## src/rtl/core/point_segment_distance_top_macros.svh

```systemverilog
// ----------------------------------------------------------------------------
// point_segment_distance_top_macros
// assertion macros for the point to segment distance rtl
// ----------------------------------------------------------------------------
`ifndef POINT_SEGMENT_DISTANCE_TOP_MACROS_SVH
`define POINT_SEGMENT_DISTANCE_TOP_MACROS_SVH

// same-cycle implication
`define PSD_ASSERT_IMPL(lbl, clk, rst, ante, cons) \
   lbl: assert property (@(posedge clk) disable iff (rst) (ante) |-> (cons)) \
      else $error("assertion failed");

// next-cycle implication
`define PSD_ASSERT_NEXT(lbl, clk, rst, ante, cons) \
   lbl: assert property (@(posedge clk) disable iff (rst) (ante) |=> (cons)) \
      else $error("assertion failed");

`endif

```

## src/rtl/core/psd_pkg.sv

```systemverilog
// ----------------------------------------------------------------------------
// psd_pkg
// types and widths for the point to segment distance pipeline
// ----------------------------------------------------------------------------
`timescale 1ns / 1ps

package psd_pkg;

   localparam int CB  = 24;
   localparam int FB  = 16;
   localparam int DW  = CB + 1;
   localparam int PW  = 2 * CB + 2;
   localparam int LW  = 2 * CB + 2;
   localparam int SW  = LW + 1;
   localparam int TW  = FB + 1;
   localparam int MW  = TW + 1 + DW;
   localparam int EW  = CB + 2;
   localparam int QW  = 2 * EW;
   localparam int RMW = EW + 2;

   localparam logic [TW-1:0] ONE_FRAC = TW'(1) << FB;
   localparam logic [CB:0]   DIST_MAX = '1;

   typedef struct packed {
      logic signed [CB-1:0] point_x;
      logic signed [CB-1:0] point_y;
      logic signed [CB-1:0] seg_start_x;
      logic signed [CB-1:0] seg_start_y;
      logic signed [CB-1:0] seg_end_x;
      logic signed [CB-1:0] seg_end_y;
   } req_type;

   typedef struct packed {
      logic [CB:0]   distance;
      logic [FB:0]   proj_fraction;
      logic          degenerate;
   } rsp_type;

   typedef struct packed {
      logic signed [CB-1:0] px;
      logic signed [CB-1:0] py;
      logic signed [CB-1:0] ax;
      logic signed [CB-1:0] ay;
      logic signed [DW-1:0] dx;
      logic signed [DW-1:0] dy;
   } geo_type;

   typedef struct packed {
      geo_type          geo;
      logic [LW-1:0]    len2;
      logic [LW-1:0]    r;
      logic [FB-1:0]    q;
      logic             low;
      logic             high;
      logic             degen;
   } div_type;

   typedef struct packed {
      logic [TW-1:0] t;
      logic          degen;
   } side_type;

endpackage

```

## src/rtl/core/psd_div.sv

```systemverilog
// ----------------------------------------------------------------------------
// psd_div
// clamp classification and restoring divide, one quotient bit per stage
// ----------------------------------------------------------------------------
`timescale 1ns / 1ps

module psd_div import psd_pkg::*; (
   input  logic                 clock,
   input  logic                 reset,
   input  logic                 advance,
   input  logic                 in_valid,
   input  geo_type              in_geo,
   input  logic [LW-1:0]        in_len2,
   input  logic signed [SW-1:0] in_dot,
   output logic                 out_valid,
   output div_type              out_div
);

   logic    cv_ff;
   div_type cls_ff, cls_in;
   logic    v_ff  [FB];
   div_type st_ff [FB];
   div_type st_in [FB];

   always_comb begin
      cls_in.geo   = in_geo;
      cls_in.len2  = in_len2;
      cls_in.q     = '0;
      cls_in.degen = (in_len2 == '0);
      cls_in.low   = in_dot[SW-1] || (in_dot == '0);
      cls_in.high  = !cls_in.low && (in_dot[LW-1:0] >= in_len2);
      cls_in.r     = (cls_in.degen || cls_in.low || cls_in.high) ? '0 : in_dot[LW-1:0];
   end

   always_ff @(posedge clock) begin
      if (reset) begin
         cv_ff <= 1'b0;
      end else if (advance) begin
         cv_ff <= in_valid;
      end
   end

   always_ff @(posedge clock) begin
      if (advance) begin
         cls_ff <= cls_in;
      end
   end

   for (genvar k = 0; k < FB; k++) begin : g_step
      div_type     src;
      logic        src_v;
      logic [LW:0] r2;
      logic        ge;

      if (k == 0) begin : g_first
         assign src   = cls_ff;
         assign src_v = cv_ff;
      end else begin : g_rest
         assign src   = st_ff[k-1];
         assign src_v = v_ff[k-1];
      end

      always_comb begin
         r2       = {src.r, 1'b0};
         ge       = (r2 >= {1'b0, src.len2});
         st_in[k] = src;
         st_in[k].r = ge ? LW'(r2 - {1'b0, src.len2}) : r2[LW-1:0];
         st_in[k].q = {src.q[FB-2:0], ge};
      end

      always_ff @(posedge clock) begin
         if (reset) begin
            v_ff[k] <= 1'b0;
         end else if (advance) begin
            v_ff[k] <= src_v;
         end
      end

      always_ff @(posedge clock) begin
         if (advance) begin
            st_ff[k] <= st_in[k];
         end
      end
   end

   assign out_valid = v_ff[FB-1];
   assign out_div   = st_ff[FB-1];

endmodule

```

## config.mk

```make
export PLATFORM = sky130hd
export DESIGN_NAME = psd_div
export DESIGN_NICKNAME = d
export VERILOG_FILES = /design/src/rtl/core/point_segment_distance_top_macros.svh /design/src/rtl/core/psd_pkg.sv /design/src/rtl/core/psd_div.sv
export SDC_FILE = /design/constraint.sdc
export NUM_CORES = 2
export LEC_CHECK = 0
export BUFFER_PORTS_ARGS = -buffer_cell sky130_fd_sc_hd__buf_2
export CORE_MARGIN = 2
export CORE_UTILIZATION = 45
export CTS_BUF_LIST = sky130_fd_sc_hd__clkbuf_16
export DETAILED_ROUTE_END_ITERATION = 8
export PLACE_DENSITY_LB_ADDON = 0.2
export SLEW_MARGIN = 20
export SYNTH_ARGS = -nofsm -noshare
export SYNTH_HDL_FRONTEND = slang
export SYNTH_MEMORY_MAX_BITS = 65536
export SYNTH_SLANG_ARGS = --single-unit
```

## constraint.sdc

```tcl
create_clock -name clock -period 4.45 [get_ports clock]
set_input_delay 0.6675 -clock clock [delete_from_list [all_inputs] [get_ports clock]]
set_output_delay 0.6675 -clock clock [all_outputs]
set_load 0.02 [all_outputs]
```

==> impl_metrics.yaml <==
status:
  outcome: "complete, no violations"
timing:
  period_needed_ps: 4300
  hold_viol: 0
  whs_ps: 118
  rsz0062_at_grt: "false"
  fin_crit_sh_pct: 96.5
  timing.fmax_ghz: 0.233
  fin_setup_tns_ps: 0
  slew_violations: 0
  worst_pin_slew_ps: 1050
  finalClockSkew_ps: 65.4
  layout_setup_ws_ps: 155
  slew_headroom_pct: 29.4
  setup_viol_count_final: 0
hold_path:
  hp-start: "in_dot[4]"
  hold_class: "in2reg"
  hold_depth: 2
  hold_end: "cls_ff[23]"
cells_and_area:
  fillCellCount: 35100
  area_delta_synth_final_pct: 15.5
  final_util_pct: 52.2
  post_layout_nonfiller_instances: 20600
  final_area_um2: 218000
  final_common_cell: "edfxtp_1"
  final_cell_mix: "edfxtp_1 (4385), a21oi_1 (1183), inv_1 (1115)"
  final_nets: 15800
  drive_gt1_share_pct: 12.5
floorplan:
  start_util_pct: 45.2
  die_w_um: 651
  die_h_um: 651
  coreArea_um2: 417000
  row_count: 237
  die-area_um2: 424000
  ios: 517
grt:
  grt_usage_pct: 17.2
  grt_pass1_vias: 106000
  grt_pass1_wl_um: 579000
  grt.overflow.total: 0
  antenna_found_initial: 4
  grt_max_degree: 164
critical_path:
  cp-start-kind: "flip-flop"
  worstSetupPathDepth: 12
  path_class: "reg2reg"
  critPathTopFamily: "compound AO/OA/AOI/OAI gates"
  required_ps: 5170
  critPathCaptureType: "flip-flop"
  rrSetupSlack_ps: 150
  crit_buf_inv: 0
  r2r_end: "st_ff[0][863]"
  r2r_cells: 12
  critPathMaxFanout: 4
  cp_slowest_cell: "a311oi_1"
  cp_data_arrival_time_ps: 5010
  timing.rr.start: "st_ff[0][549]"
  cp_slowest_stage_delay_ps: 900
  path_cells: "ha_1, nor2b_1, o211ai_1, a311o_1, a31oi_1, o21ai_1, o31ai_1, a311oi_1, nor4_1, nor4b_1, xnor2_1, mux2_2"
pwr:
  p_leak_nw: 83.9
  peakVddDrop_uv: 399
  total_power_mw: 142
  power_density_nw_per_um2: 651
placed_design:
  place.gp.congestion: 0.952
  dp.cells: 19500
  pre_cts_ws_ps: 68.4
  dp_hpwl_um: 272000
  port-buffer-count: 516
  placed_area_um2: 201000
logic_synthesis:
  synth_top_area_cell: "edfxtp_1"
  yosysWarningCount: 0
  async_reset_ff_share_pct: 0
  ys_types: 101
  synth_edf_count: 4385
  syn_avg_cell_area_um2: 14.1
  synth_top_area_share_pct: 69.9
  synth.area.top_cells: "edfxtp_1 (70%), ha_1 (5.6%), a21oi_1 (3.1%)"
  synth_cells: 13400
  synth_seq_cells: 4386
  syn_area_um2: 188000
  yosys_most_used_dff: "edfxtp_1"
  synth_nets: 14500
  ys_seq_area_share_pct: 69.9
drt:
  initialDrtViolationCount: 6257
  routed_via_density: 5.07
  wl_per_cell_um: 18.1
  vias: 104000
  drc: 0
  routed_wl_um: 372000
  ant_nets: 0
  dr.pass1.iters: 6
clocking:
  clock_path_buffers: 4
  numCtsBuffers: 452
  clock_sinks: 4386
  clk_pin_slew_worst_paths_ps: 60
  cts_tree: "built"
  root_buffer: "clkbuf_16"
  htree_levels: 5
  clk_latency_ps: 980
job:
  max_cap_violations: 0
==> worst register-to-register path: cells and delay by family (launching register included) <==
family | cells | cell delay [ps]
xor+xnor | 1 | 100
simple gates | 3 | 670
flops | 1 | 440
fa+ha+maj | 1 | 330
compound gates | 6 | 2260
mux | 1 | 260
==> logic make-up after synthesis <==
family	share of synthesized area (%)
flip-flops	69.9
AND/OR/NAND/NOR	6.60
buffers and inverters	2.96
AO/OA/AOI/OAI	10.4
multiplexers	0.869
adder cells (fa/ha/maj)	5.81
XOR/XNOR	3.42
==> Yosys cell counts, types with 85 or more instances <==
master,n
nor2b_1,115
nand3_1,166
mux2_2,139
a21o_1,477
o21a_1,85
a31oi_1,100
clkbuf_1,295
xnor2_1,424
and3_1,87
nand4_1,201
o21bai_1,137
o21ai_0,701
nand2b_1,85
ha_1,850
nor2_1,726
edfxtp_1,4385
xor2_1,311
a21oi_1,1183
and2_1,119
inv_1,1038
nand2_1,822
==> power by group <==
group / internal, mW / switching, mW
logic: 20.3 / 27.8
registers: 54.2 / 3.08
clock network: 20.8 / 15.5
==> area by class of cell <==
| type | instances | area, um2 | share of cell area (%) |
|---|---|---|---|
| Clock inverter | 385 | 3160 | 1.45 |
| Inverter | 1039 | 3900 | 1.79 |
| Timing Repair Buffer | 1231 | 9370 | 4.30 |
| Tap cell | 5497 | 6880 | 3.16 |
| Antenna cell | 2 | 5.00 | 0.00230 |
| Multi-Input combinational cell | 7570 | 51300 | 23.6 |
| Clock buffer | 456 | 11400 | 5.24 |
| Sequential cell | 4386 | 132000 | 60.5 |
==> sequential cells by signal, indices dropped and copies added, names as in the netlist <==
| register | cells |
|---|---|
| cv_ff | 1 |
| cls_ff | 249 |
| st_ff | 4120 |
| v_ff | 16 |
==> metal layers <==
layer	share of wire (%)	up-vias	track usage (%)	wire [um]
met5	0	-	0	0
met4	5.8	0	8.98	21400
met3	3.2	837	2.32	11800
met2	50	1921	30.5	186000
met1	41	49000	20.2	152000
li1	-	52600	-	-
==> repair_timing <==
item                       CTS  global route
setup endpoints to repair    0             2
gates resized for setup      0             1
hold endpoints to repair   245             0
hold buffers               246             0
buffers inserted             0             1
==> how the worst max path moves through the flow <==
stage	from	end
finish	st_ff[0][549]	st_ff[0][863]
global route	st_ff[0][1396]	st_ff[0][1651]
CTS	st_ff[0][303]	st_ff[0][593]
detailed placement	in_len2[21]	cls_ff[20]
global placement	in_len2[23]	cls_ff[19]
floorplan	st_ff[0][1079]	st_ff[0][1345]
Note: power is estimated with default switching activity, not from simulation.
