===== config.mk =====
export PLATFORM = sky130hd
export DESIGN_NAME = psd_sqrt
export DESIGN_NICKNAME = d
export VERILOG_FILES = /design/src/rtl/core/point_segment_distance_top_macros.svh /design/src/rtl/core/psd_pkg.sv /design/src/rtl/core/psd_sqrt.sv
export SDC_FILE = /design/constraint.sdc
export NUM_CORES = 2
export LEC_CHECK = 0
export BUFFER_PORTS_ARGS = -buffer_cell sky130_fd_sc_hd__buf_2
export CORE_MARGIN = 10
export CORE_UTILIZATION = 45
export DETAILED_ROUTE_END_ITERATION = 6
export PLACE_DENSITY_LB_ADDON = 0.1
export SETUP_SLACK_MARGIN = 0.3
export SLEW_MARGIN = 15
export SYNTH_ARGS = -nofsm -noshare
export SYNTH_HDL_FRONTEND = slang
export SYNTH_SLANG_ARGS = --single-unit

===== constraint.sdc =====
create_clock -name clock -period 4.4 [get_ports clock]
set_input_delay 0.44 -clock clock [delete_from_list [all_inputs] [get_ports clock]]
set_output_delay 0.44 -clock clock [all_outputs]
set_load 0.01 [all_outputs]

===== src/rtl/core/point_segment_distance_top_macros.svh =====
// ----------------------------------------------------------------------------
// point_segment_distance_top_macros
// assertion macros for the point to segment distance rtl
// ----------------------------------------------------------------------------
`ifndef POINT_SEGMENT_DISTANCE_TOP_MACROS_SVH
`define POINT_SEGMENT_DISTANCE_TOP_MACROS_SVH

// same-cycle implication
`define PSD_ASSERT_IMPL(lbl, clk, rst, ante, cons) \
   lbl: assert property (@(posedge clk) disable iff (rst) (ante) |-> (cons)) \
      else $error("assertion failed");

// next-cycle implication
`define PSD_ASSERT_NEXT(lbl, clk, rst, ante, cons) \
   lbl: assert property (@(posedge clk) disable iff (rst) (ante) |=> (cons)) \
      else $error("assertion failed");

`endif


===== src/rtl/core/psd_pkg.sv =====
// ----------------------------------------------------------------------------
// psd_pkg
// types and widths for the point to segment distance pipeline
// ----------------------------------------------------------------------------
`timescale 1ns / 1ps

package psd_pkg;

   localparam int CB  = 24;
   localparam int FB  = 16;
   localparam int DW  = CB + 1;
   localparam int PW  = 2 * CB + 2;
   localparam int LW  = 2 * CB + 2;
   localparam int SW  = LW + 1;
   localparam int TW  = FB + 1;
   localparam int MW  = TW + 1 + DW;
   localparam int EW  = CB + 2;
   localparam int QW  = 2 * EW;
   localparam int RMW = EW + 2;

   localparam logic [TW-1:0] ONE_FRAC = TW'(1) << FB;
   localparam logic [CB:0]   DIST_MAX = '1;

   typedef struct packed {
      logic signed [CB-1:0] point_x;
      logic signed [CB-1:0] point_y;
      logic signed [CB-1:0] seg_start_x;
      logic signed [CB-1:0] seg_start_y;
      logic signed [CB-1:0] seg_end_x;
      logic signed [CB-1:0] seg_end_y;
   } req_type;

   typedef struct packed {
      logic [CB:0]   distance;
      logic [FB:0]   proj_fraction;
      logic          degenerate;
   } rsp_type;

   typedef struct packed {
      logic signed [CB-1:0] px;
      logic signed [CB-1:0] py;
      logic signed [CB-1:0] ax;
      logic signed [CB-1:0] ay;
      logic signed [DW-1:0] dx;
      logic signed [DW-1:0] dy;
   } geo_type;

   typedef struct packed {
      geo_type          geo;
      logic [LW-1:0]    len2;
      logic [LW-1:0]    r;
      logic [FB-1:0]    q;
      logic             low;
      logic             high;
      logic             degen;
   } div_type;

   typedef struct packed {
      logic [TW-1:0] t;
      logic          degen;
   } side_type;

endpackage


===== src/rtl/core/psd_sqrt.sv =====
// ----------------------------------------------------------------------------
// psd_sqrt
// pipelined floor integer square root, one root bit per stage
// ----------------------------------------------------------------------------
`timescale 1ns / 1ps

module psd_sqrt import psd_pkg::*; (
   input  logic           clock,
   input  logic           reset,
   input  logic           advance,
   input  logic           in_valid,
   input  logic [QW-1:0]  in_d2,
   input  side_type       in_side,
   output logic           out_valid,
   output logic [EW-1:0]  out_root,
   output side_type       out_side
);

   logic           v_ff    [EW];
   logic [RMW-1:0] rem_ff  [EW];
   logic [EW-1:0]  root_ff [EW];
   logic [QW-1:0]  rad_ff  [EW];
   side_type       side_ff [EW];

   for (genvar k = 0; k < EW; k++) begin : g_step
      logic           src_v;
      logic [RMW-1:0] src_rem;
      logic [EW-1:0]  src_root;
      logic [QW-1:0]  src_rad;
      side_type       src_side;
      logic [RMW-1:0] rem2, trial, rem_in;
      logic [EW-1:0]  root_in;
      logic           ge;

      if (k == 0) begin : g_first
         assign src_v    = in_valid;
         assign src_rem  = '0;
         assign src_root = '0;
         assign src_rad  = in_d2;
         assign src_side = in_side;
      end else begin : g_rest
         assign src_v    = v_ff[k-1];
         assign src_rem  = rem_ff[k-1];
         assign src_root = root_ff[k-1];
         assign src_rad  = rad_ff[k-1];
         assign src_side = side_ff[k-1];
      end

      always_comb begin
         rem2    = {src_rem[RMW-3:0], src_rad[QW-1 -: 2]};
         trial   = {src_root, 2'b01};
         ge      = (rem2 >= trial);
         rem_in  = ge ? (rem2 - trial) : rem2;
         root_in = {src_root[EW-2:0], ge};
      end

      always_ff @(posedge clock) begin
         if (reset) begin
            v_ff[k] <= 1'b0;
         end else if (advance) begin
            v_ff[k] <= src_v;
         end
      end

      always_ff @(posedge clock) begin
         if (advance) begin
            rem_ff[k]  <= rem_in;
            root_ff[k] <= root_in;
            rad_ff[k]  <= src_rad << 2;
            side_ff[k] <= src_side;
         end
      end
   end

   assign out_valid = v_ff[EW-1];
   assign out_root  = root_ff[EW-1];
   assign out_side  = side_ff[EW-1];

endmodule


==> flow_metrics.env <==
export IMPL_drt_total_wl_um=165000
export IMPL_required_ns=5.00
export IMPL_final_setup_tns_ns=0
export IMPL_hold_depth=1
export IMPL_cp_max_fo=17
export IMPL_power_uw=53200
export IMPL_dp_hpwl_um=113000
export IMPL_busiest_layer="met2"
export IMPL_pre_cts_slack_ns=0.811
export IMPL_critPathLaunchType="register"
export IMPL_yosysSeqAreaShare_pct=70.2
export IMPL_ys_types=90
export IMPL_crit_chain="ha_1 > nor2b_1 > o21ai_0 > a21boi_0 > o21ai_0 > a2111oi_0 > buf_4 > nor2b_1 > buf_4 > mux2_2"
export IMPL_cts_sinks=2110
export IMPL_tightest_slew_ns=1.18
export IMPL_synth_edf_count=2110
export IMPL_clockBufferDepth=3
export IMPL_row_count=164
export IMPL_drt_iter0_drc=3850
export IMPL_grt_total_usage_pct=14.9
export IMPL_gp_congestion=0.876
export IMPL_die_w_um=468
export IMPL_cts_tree="done"
export IMPL_grt_ovfl_total=0
export IMPL_min_delay_start="advance"
export IMPL_grt_max_degree=181
export IMPL_ioPinCount=119
export IMPL_cts_resized=0
export IMPL_whs_endpoint="rad_ff[1][12]"
export IMPL_drv_slew=0
export IMPL_r2r_end="rem_ff[7][5]"
export IMPL_die_h_um=468
export IMPL_cp_data_arrival_time_ns=4.29
export IMPL_firstDrtPassIters=6
export IMPL_ys_ff_latch=2110
export IMPL_reg2reg_slack_ns=0.71
export IMPL_viasPerCell=5.20
export IMPL_io_buffers=118
export IMPL_drc=0
export IMPL_clkTransAtPathRegs_ns=0.06
export IMPL_coreArea_um2=200000
export IMPL_nets=7089
export IMPL_fin_crit_ns=3.69
export IMPL_h_tree_depth=4
export IMPL_cp_slowest_cell="nor2b_1"
export IMPL_hold_viol=0
export IMPL_avgSynthCellArea_um2=14.4
export IMPL_finalWorstSetupSlack_ns=0.714
export IMPL_crit_type="reg -> reg"
export IMPL_synthesis_instances=6268
export IMPL_antenna_found_initial=3
export IMPL_fillerInstances=16700
export IMPL_grt_pass1_vias=48700
export IMPL_relSlewSlack_pct=20.8
export IMPL_dieArea_um2=219000
export IMPL_clock_root_buffer="clkbuf_16"
export IMPL_met1_usage_pct=21.9
export IMPL_use_met2_pct=22.9
export IMPL_fin_crit_sh_pct=83.8
export IMPL_end_kind="register"
export IMPL_synthFlopType="edfxtp_1"
export IMPL_ir_drop_mv=0.383
export IMPL_status="finished, final reports clean"
export IMPL_cpPeakStageDelay_ns=0.60
export IMPL_setup_violations=0
export IMPL_syn_area_um2=90300
export IMPL_start_util_pct=45.2
export IMPL_wire_per_inst_um=17.5
export IMPL_yosysWarningCount=0
export IMPL_met3_usage_pct=2.57
export IMPL_ant_nets=0
export IMPL_syn2layout_area_growth_pct=13.3
export IMPL_drive_gt1_share_pct=9.00
export IMPL_fin_skew_ns=0.0398
export IMPL_clock_latency_ns=0.86
export IMPL_synth_nets=6721
export IMPL_worstReg2RegStart="rem_ff[6][0]"
export IMPL_synthArstFlopShare_pct=0
export IMPL_min_delay_path_class="in -> reg"
export IMPL_cts_made_buffers=219
export IMPL_rsz0062_at_grt="no"
export IMPL_grt_pass1_wl_um=266000
export IMPL_clock_fmax_ghz=0.271
export IMPL_power_density_nw_per_um2=520
export IMPL_vias=49300
export IMPL_max_cap_viol_count=0
export IMPL_reg2reg_depth=10
export IMPL_leakagePower_uw=0.0383
==> state kept, by name (all words and copies together) (netlist names) <==
name     count
side_ff    468
root_ff    351
v_ff        26
rem_ff     615
rad_ff     650
==> cell usage in the layout, fill, tap and decap left out, types with 131 or more instances in the layout <==
master     instances
edfxtp_1        2110
nor2_1           299
o21ai_0          299
nand2_1          380
inv_1            475
xnor2_1          280
ha_1             379
clkbuf_16        220
xor2_1           217
nor3_1           140
a21oi_1          272
a21o_1           131
==> cells by family after synthesis <==
family                   share of synthesized area (%)
adder cells (fa/ha/maj)                           5.25
buffers and inverters                             2.45
other                                          0.00415
flip-flops                                        70.2
multiplexers                                      1.03
XOR/XNOR                                          4.82
AO/OA/AOI/OAI                                     7.98
AND/OR/NAND/NOR                                   8.31
==> how the worst max path moves through the flow <==
| stage | startpoint | end | cells after the start |
|---|---|---|---|
| floorplan | rem_ff[19][0] | rem_ff[20][10] | 10 |
| global placement | rem_ff[6][0] | rem_ff[7][5] | 10 |
| detailed placement | rem_ff[6][0] | rem_ff[7][5] | 10 |
| CTS | rem_ff[6][0] | rem_ff[7][5] | 10 |
| global route | rem_ff[6][0] | rem_ff[7][5] | 10 |
| finish | rem_ff[6][0] | rem_ff[7][5] | 10 |
==> metrics by stage <==
| stage | utilization, % | area, µm² | hold WS [ns] | std cells |
|---|---|---|---|---|
| final | 51.3 | 102000 | 0.150 | 9466 |
| after global routing | 51.3 | 102000 | 0.132 | 9466 |
| after CTS | 51.3 | 102000 | 0.0991 | 9465 |
| after detailed placement | 47.4 | 94600 | 0.405 | 8999 |
| after global placement | 47.4 | 94600 | 0.400 | 8999 |
| after floorplan | - | 90300 | 0.400 | 6268 |
==> cell usage after synthesis (all sizes together), types with 10 or more instances <==
cell type  number  share of area [%]
edfxtp       2110                 70
inv           476                2.0
nand2         381                1.6
ha            379                5.3
o21ai         308                1.7
nor2          299                1.2
xnor2         280                2.7
a21oi         273                1.5
xor2          217                2.1
nor3          141               0.78
a21o          131                1.1
nand3          97               0.54
clkbuf         95               0.39
nor4           89               0.62
o21a           89               0.74
nand2b         75               0.52
mux2           74               0.92
nand4          69               0.48
or3            66               0.46
nor2b          56               0.39
o31ai          44               0.37
and2           43               0.30
a31oi          40               0.28
or2            36               0.25
a211oi         34               0.29
o21bai         32               0.27
or4            31               0.27
o211ai         30               0.25
nand3b         25               0.22
and3           24               0.17
nand4b         19               0.18
a2111oi        16               0.16
a211o          16               0.16
buf            14              0.073
a21boi         13               0.11
o31a           11               0.11
mux2i          10               0.11
nor3b          10              0.083
==> worst max-delay path, delay by kind of cell, from the launching register on <==
kind,cells,cell delay (ns)
simple gates,2,0.76
buf+inv,2,0.54
fa+ha+maj,1,0.39
mux,1,0.35
compound gates,4,0.97
flops,1,0.41
==> routing by layer <==
metal | share of wire [%] | up-vias
li1 | - | 24300
met1 | 49 | 23800
met2 | 44 | 946
met3 | 4.6 | 255
met4 | 2.2 | 0
met5 | 0 | -
==> report_power, final <==
part	internal, µW	leakage [µW]	switching (µW)
Sequential	25000	0.0204	1310
Clock	10500	0.00344	7580
Combinational	3790	0.0145	4990
Total	39300	0.0383	13900
==> cell type report <==
| class | count | area [µm²] | area share, % |
|---|---|---|---|
| sequential | 2110 | 63400 | 61.9 |
| multi-input combinational | 3573 | 24800 | 24.2 |
| clock buffer | 264 | 5670 | 5.54 |
| tap | 2656 | 3320 | 3.25 |
| timing repair buffer | 256 | 2010 | 1.96 |
| inverter | 476 | 1790 | 1.75 |
| clock inverter | 130 | 1390 | 1.35 |
| antenna | 1 | 2.50 | 0.00245 |
==> what timing repair did <==
| item | CTS | global route |
|---|---|---|
| setup buffers | 0 | 0 |
| hold buffers | 72 | 0 |
| hold endpoints to repair | 72 | 0 |
No activity file was read; power rests on OpenSTA's default activity.
